### src/design/fmcd_pkg.sv
`default_nettype none

package fmcd_pkg;

    localparam int unsigned MAX_FRAME_PIXELS_DEF = 1048576;

    localparam int unsigned CFG_ADDR_W = 3;
    localparam int unsigned CFG_DATA_W = 21;
    localparam int unsigned PIX_W      = 8;
    localparam int unsigned RANGE_W    = 8;
    localparam int unsigned SENS_W     = 16;
    localparam int unsigned FP_W       = 21;
    localparam int unsigned HUE_W      = 9;
    localparam int unsigned SAT_W      = 9;
    localparam int unsigned JUMP_W     = 21;
    localparam int unsigned H6_W       = 11;
    localparam int unsigned NUM_W      = 17;
    localparam int unsigned SATL_W     = 16;

    localparam logic [RANGE_W-1:0] DIFF_RANGE_RST   = RANGE_W'(30);
    localparam logic [SENS_W-1:0]  SENSITIVITY_RST  = SENS_W'(10);
    localparam logic [FP_W-1:0]    FRAME_PIXELS_RST = FP_W'(307200);
    localparam logic [HUE_W-1:0]   HUE_LOW_RST      = HUE_W'(40);
    localparam logic [HUE_W-1:0]   HUE_HIGH_RST     = HUE_W'(70);
    localparam logic [SAT_W-1:0]   SAT_MIN_RST      = SAT_W'(128);
    localparam logic [JUMP_W-1:0]  SHOT_JUMP_RST    = JUMP_W'(5000);

    // Fixed color bounds: 1.5 * 255 rounded up and 0.55 * 255 rounded down.
    localparam logic [PIX_W:0]     RG_SUM_MIN = 9'd383;
    localparam logic [PIX_W-1:0]   BLUE_MAX   = 8'd140;

    typedef enum logic [CFG_ADDR_W-1:0] {
        CFG_DIFF_RANGE   = 3'd0,
        CFG_SENSITIVITY  = 3'd1,
        CFG_FRAME_PIXELS = 3'd2,
        CFG_HUE_LOW      = 3'd3,
        CFG_HUE_HIGH     = 3'd4,
        CFG_SAT_MIN      = 3'd5,
        CFG_SHOT_JUMP    = 3'd6
    } t_cfg_addr;

    typedef enum logic [2:0] {
        ST_IDLE,
        ST_MIX,
        ST_MUL,
        ST_CMP,
        ST_FMUL,
        ST_EMIT
    } t_state;

    typedef struct packed {
        logic capture;
        logic mix;
        logic mul;
        logic cmp;
        logic fmul;
        logic emit;
    } t_dp_cmd;

    typedef struct packed {
        logic last;
        logic out_free;
    } t_dp_stat;

endpackage

`default_nettype wire

### src/design/fmcd_ctrl.sv
`default_nettype none

module fmcd_ctrl (
    input  wire logic               i_clk,
    input  wire logic               i_rst_n,
    input  wire logic               i_in_valid,
    input  fmcd_pkg::t_dp_stat      i_stat,
    output fmcd_pkg::t_dp_cmd       o_cmd,
    output logic                    o_in_stall
);
    import fmcd_pkg::*;

    t_state r_state;
    t_state n_state;

    always_ff @(posedge i_clk) begin
        if (!i_rst_n) begin
            r_state <= ST_IDLE;
        end else begin
            r_state <= n_state;
        end
    end

    always_comb begin
        n_state = r_state;
        unique case (r_state)
            ST_IDLE: begin
                if (i_in_valid) begin
                    n_state = ST_MIX;
                end
            end
            ST_MIX: begin
                n_state = ST_MUL;
            end
            ST_MUL: begin
                n_state = ST_CMP;
            end
            ST_CMP: begin
                n_state = i_stat.last ? ST_FMUL : ST_EMIT;
            end
            ST_FMUL: begin
                n_state = ST_EMIT;
            end
            ST_EMIT: begin
                if (i_stat.out_free) begin
                    n_state = ST_IDLE;
                end
            end
            default: begin
                n_state = ST_IDLE;
            end
        endcase
    end

    always_comb begin
        o_cmd         = '0;
        o_in_stall    = 1'b1;
        unique case (r_state)
            ST_IDLE: begin
                o_in_stall    = 1'b0;
                o_cmd.capture = i_in_valid;
            end
            ST_MIX: begin
                o_cmd.mix = 1'b1;
            end
            ST_MUL: begin
                o_cmd.mul = 1'b1;
            end
            ST_CMP: begin
                o_cmd.cmp = 1'b1;
            end
            ST_FMUL: begin
                o_cmd.fmul = 1'b1;
            end
            ST_EMIT: begin
                o_cmd.emit = i_stat.out_free;
            end
            default: begin
                o_in_stall = 1'b1;
            end
        endcase
    end

endmodule

`default_nettype wire

### src/design/fmcd_dp.sv
`default_nettype none

module fmcd_dp #(
    parameter int unsigned MAX_FRAME_PIXELS = fmcd_pkg::MAX_FRAME_PIXELS_DEF
) (
    input  wire logic                                i_clk,
    input  wire logic                                i_rst_n,
    input  wire logic                                i_cfg_wr_en,
    input  wire logic [fmcd_pkg::CFG_ADDR_W-1:0]     i_cfg_addr,
    input  wire logic [fmcd_pkg::CFG_DATA_W-1:0]     i_cfg_wr_data,
    input  wire logic [fmcd_pkg::PIX_W-1:0]          i_cur_red,
    input  wire logic [fmcd_pkg::PIX_W-1:0]          i_cur_green,
    input  wire logic [fmcd_pkg::PIX_W-1:0]          i_cur_blue,
    input  wire logic [fmcd_pkg::PIX_W-1:0]          i_ref_red,
    input  wire logic [fmcd_pkg::PIX_W-1:0]          i_ref_green,
    input  wire logic [fmcd_pkg::PIX_W-1:0]          i_ref_blue,
    input  wire logic                                i_frame_end,
    input  wire logic                                i_out_stall,
    input  fmcd_pkg::t_dp_cmd                        i_cmd,
    output fmcd_pkg::t_dp_stat                       o_stat,
    output logic                                     o_out_valid,
    output logic                                     o_mask_on,
    output logic                                     o_frame_done,
    output logic                                     o_motion_seen,
    output logic                                     o_shot_seen
);
    import fmcd_pkg::*;

    localparam int unsigned CNT_W  = $clog2(MAX_FRAME_PIXELS + 1);
    localparam int unsigned CMP_W  = (CNT_W > FP_W) ? CNT_W : FP_W;
    localparam int unsigned PROD_W = CNT_W + SENS_W;
    localparam int unsigned EXT_W  = (PROD_W > FP_W) ? PROD_W : FP_W;
    localparam logic [CNT_W-1:0] MAX_CNT = CNT_W'(MAX_FRAME_PIXELS);
    localparam logic [CMP_W-1:0] MAX_FP  = CMP_W'(MAX_FRAME_PIXELS);

    logic [RANGE_W-1:0] r_diff_range;
    logic [SENS_W-1:0]  r_sensitivity;
    logic [FP_W-1:0]    r_frame_pixels;
    logic [HUE_W-1:0]   r_hue_low;
    logic [HUE_W-1:0]   r_hue_high;
    logic [SAT_W-1:0]   r_sat_min;
    logic [JUMP_W-1:0]  r_shot_jump;

    always_ff @(posedge i_clk) begin
        if (!i_rst_n) begin
            r_diff_range   <= DIFF_RANGE_RST;
            r_sensitivity  <= SENSITIVITY_RST;
            r_frame_pixels <= FRAME_PIXELS_RST;
            r_hue_low      <= HUE_LOW_RST;
            r_hue_high     <= HUE_HIGH_RST;
            r_sat_min      <= SAT_MIN_RST;
            r_shot_jump    <= SHOT_JUMP_RST;
        end else if (i_cfg_wr_en) begin
            unique case (i_cfg_addr)
                CFG_DIFF_RANGE:   r_diff_range   <= i_cfg_wr_data[RANGE_W-1:0];
                CFG_SENSITIVITY:  r_sensitivity  <= i_cfg_wr_data[SENS_W-1:0];
                CFG_FRAME_PIXELS: r_frame_pixels <= i_cfg_wr_data[FP_W-1:0];
                CFG_HUE_LOW:      r_hue_low      <= i_cfg_wr_data[HUE_W-1:0];
                CFG_HUE_HIGH:     r_hue_high     <= i_cfg_wr_data[HUE_W-1:0];
                CFG_SAT_MIN:      r_sat_min      <= i_cfg_wr_data[SAT_W-1:0];
                CFG_SHOT_JUMP:    r_shot_jump    <= i_cfg_wr_data[JUMP_W-1:0];
                default: begin
                end
            endcase
        end
    end

    logic [PIX_W-1:0] r_cur_r;
    logic [PIX_W-1:0] r_cur_g;
    logic [PIX_W-1:0] r_cur_b;
    logic [PIX_W-1:0] r_ref_r;
    logic [PIX_W-1:0] r_ref_g;
    logic [PIX_W-1:0] r_ref_b;
    logic             r_last;

    always_ff @(posedge i_clk) begin
        if (i_cmd.capture) begin
            r_cur_r <= i_cur_red;
            r_cur_g <= i_cur_green;
            r_cur_b <= i_cur_blue;
            r_ref_r <= i_ref_red;
            r_ref_g <= i_ref_green;
            r_ref_b <= i_ref_blue;
            r_last  <= i_frame_end;
        end
    end

    // Channel differences, extremes and the hue numerator in units of d / 6.
    logic [PIX_W-1:0] n_dr;
    logic [PIX_W-1:0] n_dg;
    logic [PIX_W-1:0] n_db;
    logic [PIX_W-1:0] n_mx;
    logic [PIX_W-1:0] n_mn;
    logic [PIX_W-1:0] n_d;
    logic [H6_W-1:0]  n_d6;
    logic [H6_W-1:0]  n_h6;
    logic             n_changed;

    always_comb begin
        n_dr = (r_cur_r > r_ref_r) ? r_cur_r - r_ref_r : r_ref_r - r_cur_r;
        n_dg = (r_cur_g > r_ref_g) ? r_cur_g - r_ref_g : r_ref_g - r_cur_g;
        n_db = (r_cur_b > r_ref_b) ? r_cur_b - r_ref_b : r_ref_b - r_cur_b;
        n_changed = (n_dr >= r_diff_range) || (n_dg >= r_diff_range) ||
                    (n_db >= r_diff_range);

        n_mx = r_cur_r;
        if (r_cur_g > n_mx) n_mx = r_cur_g;
        if (r_cur_b > n_mx) n_mx = r_cur_b;
        n_mn = r_cur_r;
        if (r_cur_g < n_mn) n_mn = r_cur_g;
        if (r_cur_b < n_mn) n_mn = r_cur_b;
        n_d  = n_mx - n_mn;
        n_d6 = {1'b0, n_d, 2'b00} + {2'b00, n_d, 1'b0};

        priority if (r_cur_r == n_mx) begin
            n_h6 = H6_W'(r_cur_g) - H6_W'(r_cur_b) +
                   ((r_cur_g < r_cur_b) ? n_d6 : '0);
        end else if (r_cur_g == n_mx) begin
            n_h6 = {2'b00, n_d, 1'b0} + H6_W'(r_cur_b) - H6_W'(r_cur_r);
        end else begin
            n_h6 = {1'b0, n_d, 2'b00} + H6_W'(r_cur_r) - H6_W'(r_cur_g);
        end
    end

    logic             r_changed;
    logic [PIX_W-1:0] r_mx;
    logic [PIX_W-1:0] r_d;
    logic [H6_W-1:0]  r_h6;
    logic             r_rg_ok;
    logic             r_b_ok;

    always_ff @(posedge i_clk) begin
        if (i_cmd.mix) begin
            r_changed <= n_changed;
            r_mx      <= n_mx;
            r_d       <= n_d;
            r_h6      <= n_h6;
            r_rg_ok   <= ({1'b0, r_cur_r} + {1'b0, r_cur_g}) >= RG_SUM_MIN;
            r_b_ok    <= r_cur_b <= BLUE_MAX;
        end
    end

    logic [NUM_W-1:0] r_num;
    logic [NUM_W-1:0] r_lo;
    logic [NUM_W-1:0] r_hi;
    logic [NUM_W-1:0] r_sat_rhs;

    always_ff @(posedge i_clk) begin
        if (i_cmd.mul) begin
            r_num     <= {r_h6, 6'b000000} - NUM_W'({r_h6, 2'b00});
            r_lo      <= NUM_W'(r_hue_low) * NUM_W'(r_d);
            r_hi      <= NUM_W'(r_hue_high) * NUM_W'(r_d);
            r_sat_rhs <= NUM_W'(r_sat_min) * NUM_W'(r_mx);
        end
    end

    logic [SATL_W-1:0] n_sat_lhs;
    logic              n_hue_ok;
    logic              n_sat_ok;
    logic              n_hit;

    always_comb begin
        n_sat_lhs = {r_d, 8'h00};
        if (r_d == '0) begin
            n_hue_ok = (r_hue_low == '0);
            n_sat_ok = (r_sat_min == '0);
        end else begin
            n_hue_ok = (r_num >= r_lo) && (r_num <= r_hi);
            n_sat_ok = NUM_W'(n_sat_lhs) >= r_sat_rhs;
        end
        n_hit = n_hue_ok && n_sat_ok && r_rg_ok && r_b_ok;
    end

    logic              r_hit;
    logic [CNT_W-1:0]  r_chg_cnt;
    logic [CNT_W-1:0]  r_mask_cnt;
    logic [CNT_W-1:0]  r_prior_cnt;
    logic [PROD_W-1:0] r_prod;
    logic [SENS_W-1:0] n_sens;
    logic [CMP_W-1:0]  n_fp;
    logic [CNT_W-1:0]  n_rise;
    logic              n_motion;
    logic              n_shot;

    always_comb begin
        n_sens   = (r_sensitivity == '0) ? SENS_W'(1) : r_sensitivity;
        n_fp     = (CMP_W'(r_frame_pixels) > MAX_FP) ? MAX_FP : CMP_W'(r_frame_pixels);
        // Count above floor(fp / sens) is the same as count * sens above fp.
        n_motion = r_last && (EXT_W'(r_prod) > EXT_W'(n_fp));
        n_rise   = r_mask_cnt - r_prior_cnt;
        n_shot   = r_last && (r_mask_cnt > r_prior_cnt) &&
                   (CMP_W'(n_rise) > CMP_W'(r_shot_jump));
    end

    always_ff @(posedge i_clk) begin
        if (!i_rst_n) begin
            r_chg_cnt   <= '0;
            r_mask_cnt  <= '0;
            r_prior_cnt <= '0;
        end else if (i_cmd.cmp) begin
            if (r_changed && (r_chg_cnt < MAX_CNT)) begin
                r_chg_cnt <= r_chg_cnt + CNT_W'(1);
            end
            if (n_hit && (r_mask_cnt < MAX_CNT)) begin
                r_mask_cnt <= r_mask_cnt + CNT_W'(1);
            end
        end else if (i_cmd.emit && r_last) begin
            r_prior_cnt <= r_mask_cnt;
            r_chg_cnt   <= '0;
            r_mask_cnt  <= '0;
        end
    end

    always_ff @(posedge i_clk) begin
        if (i_cmd.cmp) begin
            r_hit <= n_hit;
        end
        if (i_cmd.fmul) begin
            r_prod <= PROD_W'(r_chg_cnt) * PROD_W'(n_sens);
        end
    end

    logic r_out_valid;
    logic r_out_mask;
    logic r_out_done;
    logic r_out_motion;
    logic r_out_shot;

    always_ff @(posedge i_clk) begin
        if (!i_rst_n) begin
            r_out_valid <= 1'b0;
        end else if (i_cmd.emit) begin
            r_out_valid <= 1'b1;
        end else if (!i_out_stall) begin
            r_out_valid <= 1'b0;
        end
    end

    always_ff @(posedge i_clk) begin
        if (i_cmd.emit) begin
            r_out_mask   <= r_hit;
            r_out_done   <= r_last;
            r_out_motion <= n_motion;
            r_out_shot   <= n_shot;
        end
    end

    assign o_stat.last     = r_last;
    assign o_stat.out_free = !r_out_valid || !i_out_stall;
    assign o_out_valid     = r_out_valid;
    assign o_mask_on       = r_out_mask;
    assign o_frame_done    = r_out_done;
    assign o_motion_seen   = r_out_motion;
    assign o_shot_seen     = r_out_shot;

endmodule

`default_nettype wire

### src/design/frame_motion_and_color_detector.sv
// Channel  Direction  Handshake              Payload
// pixel    in         i_in_valid/o_in_stall  i_cur_*, i_ref_*, i_frame_end
// result   out        o_out_valid/i_out_stall o_mask_on, o_frame_done,
//                                             o_motion_seen, o_shot_seen
// config   in         i_cfg_wr_en            i_cfg_addr, i_cfg_wr_data
//
// A pixel passes from transfer to result through the controller's states MIX,
// MUL and CMP, then FMUL with the frame-end multiplier on a frame's last pixel,
// then EMIT, which waits for a free output register. The next pixel is taken
// while a result waits there. Reset is synchronous: configuration registers
// return to their default values and all counts to zero. A stalled result holds
// the last state until the output register frees; the pixel channel stalls meanwhile.
`default_nettype none

module frame_motion_and_color_detector #(
    parameter int unsigned MAX_FRAME_PIXELS = fmcd_pkg::MAX_FRAME_PIXELS_DEF
) (
    input  wire logic                                i_clk,
    input  wire logic                                i_rst_n,
    input  wire logic                                i_cfg_wr_en,
    input  wire logic [fmcd_pkg::CFG_ADDR_W-1:0]     i_cfg_addr,
    input  wire logic [fmcd_pkg::CFG_DATA_W-1:0]     i_cfg_wr_data,
    input  wire logic                                i_in_valid,
    output logic                                     o_in_stall,
    input  wire logic [fmcd_pkg::PIX_W-1:0]          i_cur_red,
    input  wire logic [fmcd_pkg::PIX_W-1:0]          i_cur_green,
    input  wire logic [fmcd_pkg::PIX_W-1:0]          i_cur_blue,
    input  wire logic [fmcd_pkg::PIX_W-1:0]          i_ref_red,
    input  wire logic [fmcd_pkg::PIX_W-1:0]          i_ref_green,
    input  wire logic [fmcd_pkg::PIX_W-1:0]          i_ref_blue,
    input  wire logic                                i_frame_end,
    output logic                                     o_out_valid,
    input  wire logic                                i_out_stall,
    output logic                                     o_mask_on,
    output logic                                     o_frame_done,
    output logic                                     o_motion_seen,
    output logic                                     o_shot_seen
);
    import fmcd_pkg::*;

    t_dp_cmd  w_cmd;
    t_dp_stat w_stat;

    fmcd_ctrl u_ctrl (
        .i_clk      (i_clk),
        .i_rst_n    (i_rst_n),
        .i_in_valid (i_in_valid),
        .i_stat     (w_stat),
        .o_cmd      (w_cmd),
        .o_in_stall (o_in_stall)
    );

    fmcd_dp #(
        .MAX_FRAME_PIXELS (MAX_FRAME_PIXELS)
    ) u_dp (
        .i_clk         (i_clk),
        .i_rst_n       (i_rst_n),
        .i_cfg_wr_en   (i_cfg_wr_en),
        .i_cfg_addr    (i_cfg_addr),
        .i_cfg_wr_data (i_cfg_wr_data),
        .i_cur_red     (i_cur_red),
        .i_cur_green   (i_cur_green),
        .i_cur_blue    (i_cur_blue),
        .i_ref_red     (i_ref_red),
        .i_ref_green   (i_ref_green),
        .i_ref_blue    (i_ref_blue),
        .i_frame_end   (i_frame_end),
        .i_out_stall   (i_out_stall),
        .i_cmd         (w_cmd),
        .o_stat        (w_stat),
        .o_out_valid   (o_out_valid),
        .o_mask_on     (o_mask_on),
        .o_frame_done  (o_frame_done),
        .o_motion_seen (o_motion_seen),
        .o_shot_seen   (o_shot_seen)
    );

endmodule

`default_nettype wire

### config.mk
export PLATFORM = sky130hd
export DESIGN_NAME = frame_motion_and_color_detector
export DESIGN_NICKNAME = d
export VERILOG_FILES = /design/src/design/fmcd_pkg.sv /design/src/design/fmcd_ctrl.sv /design/src/design/fmcd_dp.sv /design/src/design/frame_motion_and_color_detector.sv
export SDC_FILE = /design/constraint.sdc
export NUM_CORES = 2
export LEC_CHECK = 0
export ABC_AREA = 1
export ABC_CLOCK_PERIOD_IN_PS = 18550
export BUFFER_PORTS_ARGS = -buffer_cell sky130_fd_sc_hd__buf_4
export CAP_MARGIN = 10
export CORE_MARGIN = 2
export CORE_UTILIZATION = 40
export CTS_CLUSTER_SIZE = 40
export DETAILED_ROUTE_END_ITERATION = 10
export HOLD_SLACK_MARGIN = 0.06
export REMOVE_ABC_BUFFERS = 1
export SYNTH_ARGS = -nofsm -noshare
export SYNTH_HDL_FRONTEND = slang
export SYNTH_HIERARCHICAL = 1
export SYNTH_SLANG_ARGS = --single-unit
### constraint.sdc
create_clock -name i_clk -period 18.55 [get_ports i_clk]
set_input_delay 0.9275 -clock i_clk [delete_from_list [all_inputs] [get_ports i_clk]]
set_output_delay 0.9275 -clock i_clk [all_outputs]
set_load 0.005 [all_outputs]
# == After elaboration in Yosys (flattened, before gate mapping) ==
# Index checks and enable logic that the tools add are counted.
# op_classes
add_sub_neg,19
multipliers,4
n_lt_le_gt_ge,22
eq_ne,18
mux,32
n_bitwise,1
reduce_logical,33
# op_table
op,count
2-to-1 mux 21 bit,6
2-to-1 mux 8 bit,7
subtractor 8 bit,7
multiplier 9 x 8 -> 17 bit,3
adder 21 x 1 -> 21 bit (second input constant),2
greater-than comparator 21 bit,2
less-than comparator 21 bit (second input constant),2
greater-than comparator 8 bit,5
greater-than comparator 37 x 21 -> 1 bit,1
multiplier 21 x 16 -> 37 bit,1
2-to-1 mux 11 bit,3
greater-or-equal comparator 8 bit,3
less-than comparator 8 bit,3
AND reduction 2 bit,11
subtractor 11 x 8 -> 11 bit,2
greater-than comparator 21 bit (second input constant),1
subtractor 21 bit,1
zero test 9 bit,2
case mux 3 bit (6 select lines),1
greater-or-equal comparator 16 x 17 -> 1 bit,1
greater-or-equal comparator 17 bit,1
<= comparator 17 bit,1
subtractor 17 x 13 -> 17 bit,1
== test 8 bit,2
24 further kinds,60
# totals
ff_bits,349
inputBits,78
elab_cells,164

# == Logic depth before layout (Yosys ltp) ==
# logic_depth
word_depth,9
depth_mapped,51
mapped_depth_nobuf,50

# == Modules after synthesis ==
# Netlist, hierarchy kept.
# by_module_without_submodules
module,n_inst,cells_per_inst,area_each_um2
fmcd_dp,1,4786,39073.7
fmcd_ctrl,1,31,187.7

# == Worst setup path before layout ==
# Ideal clock, no wire load.
# synth_timing
path_kind,register to register
from,register u_dp.r_chg_cnt[10]
to,"register u_dp.r_prod[34], data pin"
setup_ps,265
arrival_ps,6499
t_required_ps,18285
setup_slack_ps,11786
stages_incl_launch_ff,31
path_buffers,2
synth_period_minus_slack_ps,6764
path_cell_list,dfxtp_1 clkbuf_1 buf_1 nand2_1 fa_1 inv_1 fa_1 inv_1 fa_1 fa_1 inv_1 fa_1 inv_1 fa_1 inv_1 ha_1 a21oi_1 o21ai_0 a21oi_1 nand2_1 a21oi_1 inv_1 nand2_1 o211ai_1 a21oi_1 o21ai_0 a21oi_1 o21ai_0 a21oi_1 o21ai_0 xor2_1
# synth_between
elab_chain_cells,1
# synth_rtl
item,line_no,text
start: declaration,fmcd_dp.sv:175,logic [CNT_W-1:0] r_chg_cnt;
start signal: assignment,fmcd_dp.sv:202,r_chg_cnt <= r_chg_cnt + CNT_W'(1);
multiplier 21 x 16 -> 37 bit,fmcd_dp.sv:219,r_prod <= PROD_W'(r_chg_cnt) * PROD_W'(n_sens);
end signal: assignment,fmcd_dp.sv:219,
end: declaration,fmcd_dp.sv:178,logic [PROD_W-1:0] r_prod;
# No other way between the ends.
# A chain may end at the register's enable or synchronous reset.

# == Final worst setup path ==
# layout_timing
from,register u_dp.r_cur_r[5]
to,"register u_dp.r_h6[10], data pin"
# layout_between
elab_chain_cells,9
elab_cells_between_ends,20
# layout_rtl
item,line_no,text
start: declaration,fmcd_dp.sv:68,logic [PIX_W-1:0] r_cur_r;
start signal: assignment,fmcd_dp.sv:78,r_cur_r <= i_cur_red;
greater-than comparator 8 bit,fmcd_dp.sv:107,if (r_cur_g > n_mx) n_mx = r_cur_g;
2-to-1 mux 8 bit *,fmcd_dp.sv:107,
greater-than comparator 8 bit,fmcd_dp.sv:108,if (r_cur_b > n_mx) n_mx = r_cur_b;
2-to-1 mux 8 bit *,fmcd_dp.sv:108,
via u_dp.n_mx[1],fmcd_dp.sv:92,logic [PIX_W-1:0] n_mx;
subtractor 8 bit *,fmcd_dp.sv:112,n_d = n_mx - n_mn;
via u_dp.n_d[3],fmcd_dp.sv:94,logic [PIX_W-1:0] n_d;
adder 10 x 8 -> 11 bit (tied with other cells),fmcd_dp.sv:121,"n_h6 = {1'b0, n_d, 2'b00} + H6_W'(r_cur_r) - H6_W'(r_cur_g);"
subtractor 11 x 8 -> 11 bit (tied with other cells),fmcd_dp.sv:121,
2-to-1 mux 11 bit or adder 11 bit (tied branches),"fmcd_dp.sv:118, fmcd_dp.sv:116",
2-to-1 mux 11 bit *,fmcd_dp.sv:115,priority if (r_cur_r == n_mx) begin
via u_dp.n_h6[10],fmcd_dp.sv:96,logic [H6_W-1:0] n_h6;
end signal: assignment,fmcd_dp.sv:137,r_h6 <= n_h6;
end: declaration,fmcd_dp.sv:128,logic [H6_W-1:0] r_h6;
# The timed path passes the listed nets; every way through them passes the cells marked *.

==> parameters.txt <==
Parameter                              Value

Power and ir drop
  Power density relative to cell area ... 112 nW/um^2
  Peak supply drop ... 0.122 mV
  Leakage power figure ... 22.1 nW

Detailed routing
  Total wirelength of the detailed-routed design ... 105,000 microns
  Residual DRC count ... 0
  Routed vias ... 30,800
  Antenna-violating nets left ... 0
  Starting DRT DRC Count ... 1,896
  Average wire length per cell after detail routing ... 17.1 microns
  Via-per-instance ratio ... 5.04
  Pre-antenna DRT Iters ... 5

Placed design
  Placement Cell Area ... 41,100 sq um
  Port bufs ... 83
  Final HPWL from detailed placement ... 81,000 microns
  Placer's final routability congestion estimate ... 0.939
  Count of placed standard cells including taps ... 6,043
  Pre-CTS setup slack ... 10.56 ns

Floorplan
  Initial Util ... 40.5%
  Floorplan core area ... 97,000 sq um
  Count of standard-cell rows ... 114
  Die Wd ... 317 microns
  Die Footprint ... 101,000 sq um
  Num ports ... 84
  Chip Height ... 317 microns

Synth
  Primary flip-flop cell chosen by synthesis mapping ... sky130_fd_sc_hd__edfxtp_1
  Count of warnings emitted by yosys ... 6
  Post-synthesis instance area ... 39,300 sq um
  Distinct cell type count after synthesis ... 66
  Async S/R FF share, synth ... 0%
  Synth Area per Inst ... 8.15 sq um
  Portion of the post-synthesis area used by sequential elements ... 22.5%
  Number of instances in the synthesized netlist ... 4,817
  Count of flip-flops with a built-in enable after synthesis ... 187
  Number of storage elements in the synthesis netlist ... 347

Worst setup path
  Startpoint kind of the worst setup timing path ... register
  Kind of cell adding the most delay to the critical path ... simple AND/OR/NAND/NOR gates
  Largest driver fanout on the critical path ... 20
  End of the worst register-to-register path ... u_dp/r_h6[10]$_DFFE_PP_
  Endpoint required time on the critical path ... 18.89 ns
  Max stage delay cell, worst path ... sky130_fd_sc_hd__edfxtp_1
  Total buffers and inverters traversed by the critical path ... 6
  CP Class ... register to register
  Launch point of the worst reg-to-reg path ... u_dp/r_cur_r[5]$_DFFE_PP_
  Max stage delay on crit path ... 0.68 ns
  Flop2flop setup slack ... 10.44 ns
  Setup crit end kind ... register
  Critical path arrival ... 8.44 ns
  Depth of the worst register-to-register path ... 43

CTS
  Hold_buf cts ... 0
  Number of buffers created by CTS ... 43
  Clock latency of the later-clocked register in the worst-skew pair ... 0.59 ns
  CTS H-tree lvls ... 2
  TritonCTS sink count ... 347
  Root Driver ... sky130_fd_sc_hd__clkbuf_16
  CTS Buffer Depth ... 3
  Clock tree from TritonCTS ... built
  # Post-CTS Setup Buffers ... 0
  Resized Gates After CTS ... 0
  Clock transition time at the flip-flop clock pins of the worst setup and hold paths ... 0.06 ns

Global route
  Wire length of the first global-routing pass ... 168,000 microns
  Number of antenna violations at the first check in global routing ... 2
  Maximum number of pins on one net before global-route repair ... 85
  Total global-route track usage ... 21.2%
  Congestion Overflow GR ... 0
  Number of global-route vias before repair ... 31,000

Timing
  Post-Route Setup TNS ... 0 ns
  Fin crit share ... 43.7%
  RSZ-0062 raised after global routing ... no
  Tmin final ... 8.11 ns
  Worst-Margin Slew ... 1.10 ns
  Final count of pins violating max slew ... 0
  Final setup violation count ... 0
  Final setup slack of the worst path ... 10.44 ns
  Final number of hold-violating endpoints ... 0
  Slew Limit Headroom ... 26.3%
  Worst clock skew on the final layout ... 0.0183 ns
  Maximum clock frequency ... 123 MHz

Finish
  Most common cell after layout, fill and taps aside ... sky130_fd_sc_hd__inv_1
  Final design instance area without fill ... 42,600 sq um
  Combined area of the multi-input logic cells ... 25,800 sq um
  Leading cell types in the layout, fill and taps excluded ... sky130_fd_sc_hd__inv_1 (1,050), sky130_fd_sc_hd__nand2_1 (1,015), sky130_fd_sc_hd__ha_1 (482)
  Fill cell instance count of the final layout ... 9,665
  Final Core Density ... 43.9%
  Layout net count ... 5,789
  Number of cells in the finished layout apart from fillers ... 6,120
  Fraction of final layout cells sized beyond drive strength 1 ... 4.96%
  Area occupied by registers ... 8820 sq um
  Area Growth Syn to Fin ... 8.56%

Min path
  Worst min-delay path class ... register to register
  Hold endpoint ... u_dp/o_mask_on$_DFFE_PP_
  Worst Hold Depth ... 0
  Min-Delay Startpoint ... u_dp/r_hit$_DFFE_PP_

Outcome
  Result of the run ... completed

Flow run
  Number of max-cap violations ... 0
[cells by family after synthesis]
family	Yosys count	synth area share, %
AOI/OAI and AO/OA	625	8.94
xor gates and xnor gates	180	4.02
adders and majority gates	899	36.6
buffers and inverters	1236	11.9
DFF	347	22.5
muxes	6	0.153
and+or+nand+nor	1524	15.9
[layer usage]
metal  up-vias  part of all wire, %  track usage (%)
met2       705                   48             36.6
met5         -                0.015                0
met1     15000                   45             28.0
li1      15000                    -                -
met4         2                  2.6             5.64
met3       140                  4.9             2.65
[where the power goes]
part,switching [mW],internal [mW]
combinational,1.70,1.10
clock,0.357,0.553
sequential,0.0716,0.990
total,2.13,2.64
[final cells by class]
class / instances / area share (%)
multi-input cells: 3234 / 60.5
flip-flops and latches: 347 / 20.7
inverters: 1065 / 9.38
well taps: 1276 / 3.75
clock buffers: 52 / 2.77
repair buffers: 121 / 2.13
clock inverters: 24 / 0.790
diodes: 1 / 0.00587
[state kept, by name (all words and copies together), names as in the netlist, 9 cells and up]
| register | cells |
|---|---|
| u_dp/r_prod | 37 |
| u_dp/r_sensitivity | 16 |
| u_dp/r_shot_jump | 21 |
| u_dp/r_prior_cnt | 21 |
| u_dp/r_frame_pixels | 21 |
| u_dp/r_hue_low | 9 |
| u_dp/r_sat_min | 9 |
| u_dp/r_sat_rhs | 17 |
| u_dp/r_mask_cnt | 21 |
| u_dp/r_num | 15 |
| u_dp/r_chg_cnt | 21 |
| u_dp/r_hi | 17 |
| u_dp/r_h6 | 11 |
| u_dp/r_lo | 17 |
| u_dp/r_hue_high | 9 |
[how the worst max path moves through the flow]
| stage | startpoint | end | slack (ns) | cells past startpoint |
|---|---|---|---|---|
| after floorplan | u_dp/r_cur_r[1]$_DFFE_PP_ | u_dp/r_h6[10]$_DFFE_PP_ | 11.73 | 42 |
| after CTS | u_dp/r_cur_r[1]$_DFFE_PP_ | u_dp/r_h6[10]$_DFFE_PP_ | 10.54 | 45 |
| final | u_dp/r_cur_r[5]$_DFFE_PP_ | u_dp/r_h6[10]$_DFFE_PP_ | 10.44 | 43 |
| after detailed placement | u_dp/r_cur_r[3]$_DFFE_PP_ | u_dp/r_h6[10]$_DFFE_PP_ | 10.56 | 45 |
| after global placement | u_dp/r_cur_r[3]$_DFFE_PP_ | u_dp/r_h6[10]$_DFFE_PP_ | 10.56 | 45 |
| after global routing | u_dp/r_cur_r[1]$_DFFE_PP_ | u_dp/r_h6[10]$_DFFE_PP_ | 9.58 | 43 |
[Yosys cell counts, drive strengths merged, types with 6 or more instances]
cell    instances  area [sq um]
fa            417          8350
nand4          35           225
nand2        1025          3880
o211ai         14           105
nand3b         11          86.3
a21boi         10          75.1
o21a           11          82.6
a211oi         22           165
xnor2          45           394
nor4           26           163
clkinv          7          26.3
a221oi          9          78.8
nor2          256           976
clkbuf        143           537
a21oi         282          1410
ha            482          6030
o21bai         18           135
xor2          135          1180
dfxtp         160          3200
buf            28           144
o21ai         215          1110
or2             6          37.5
a31oi          10          62.6
inv          1058          3970
edfxtp        187          5620
nor3           40           215
mux2i           6          60.1
nand3         114           576
[metrics by stage]
step           hold slack, ns  power [mW]
3_3_place_gp            0.402        3.83
2_1_floorplan           0.400        3.19
3_5_place_dp            0.407        3.87
4_1_cts                 0.421        4.82
5_1_grt                 0.434        5.26
6_report                0.420        4.77
Note: power is estimated with default switching activity, not from simulation.
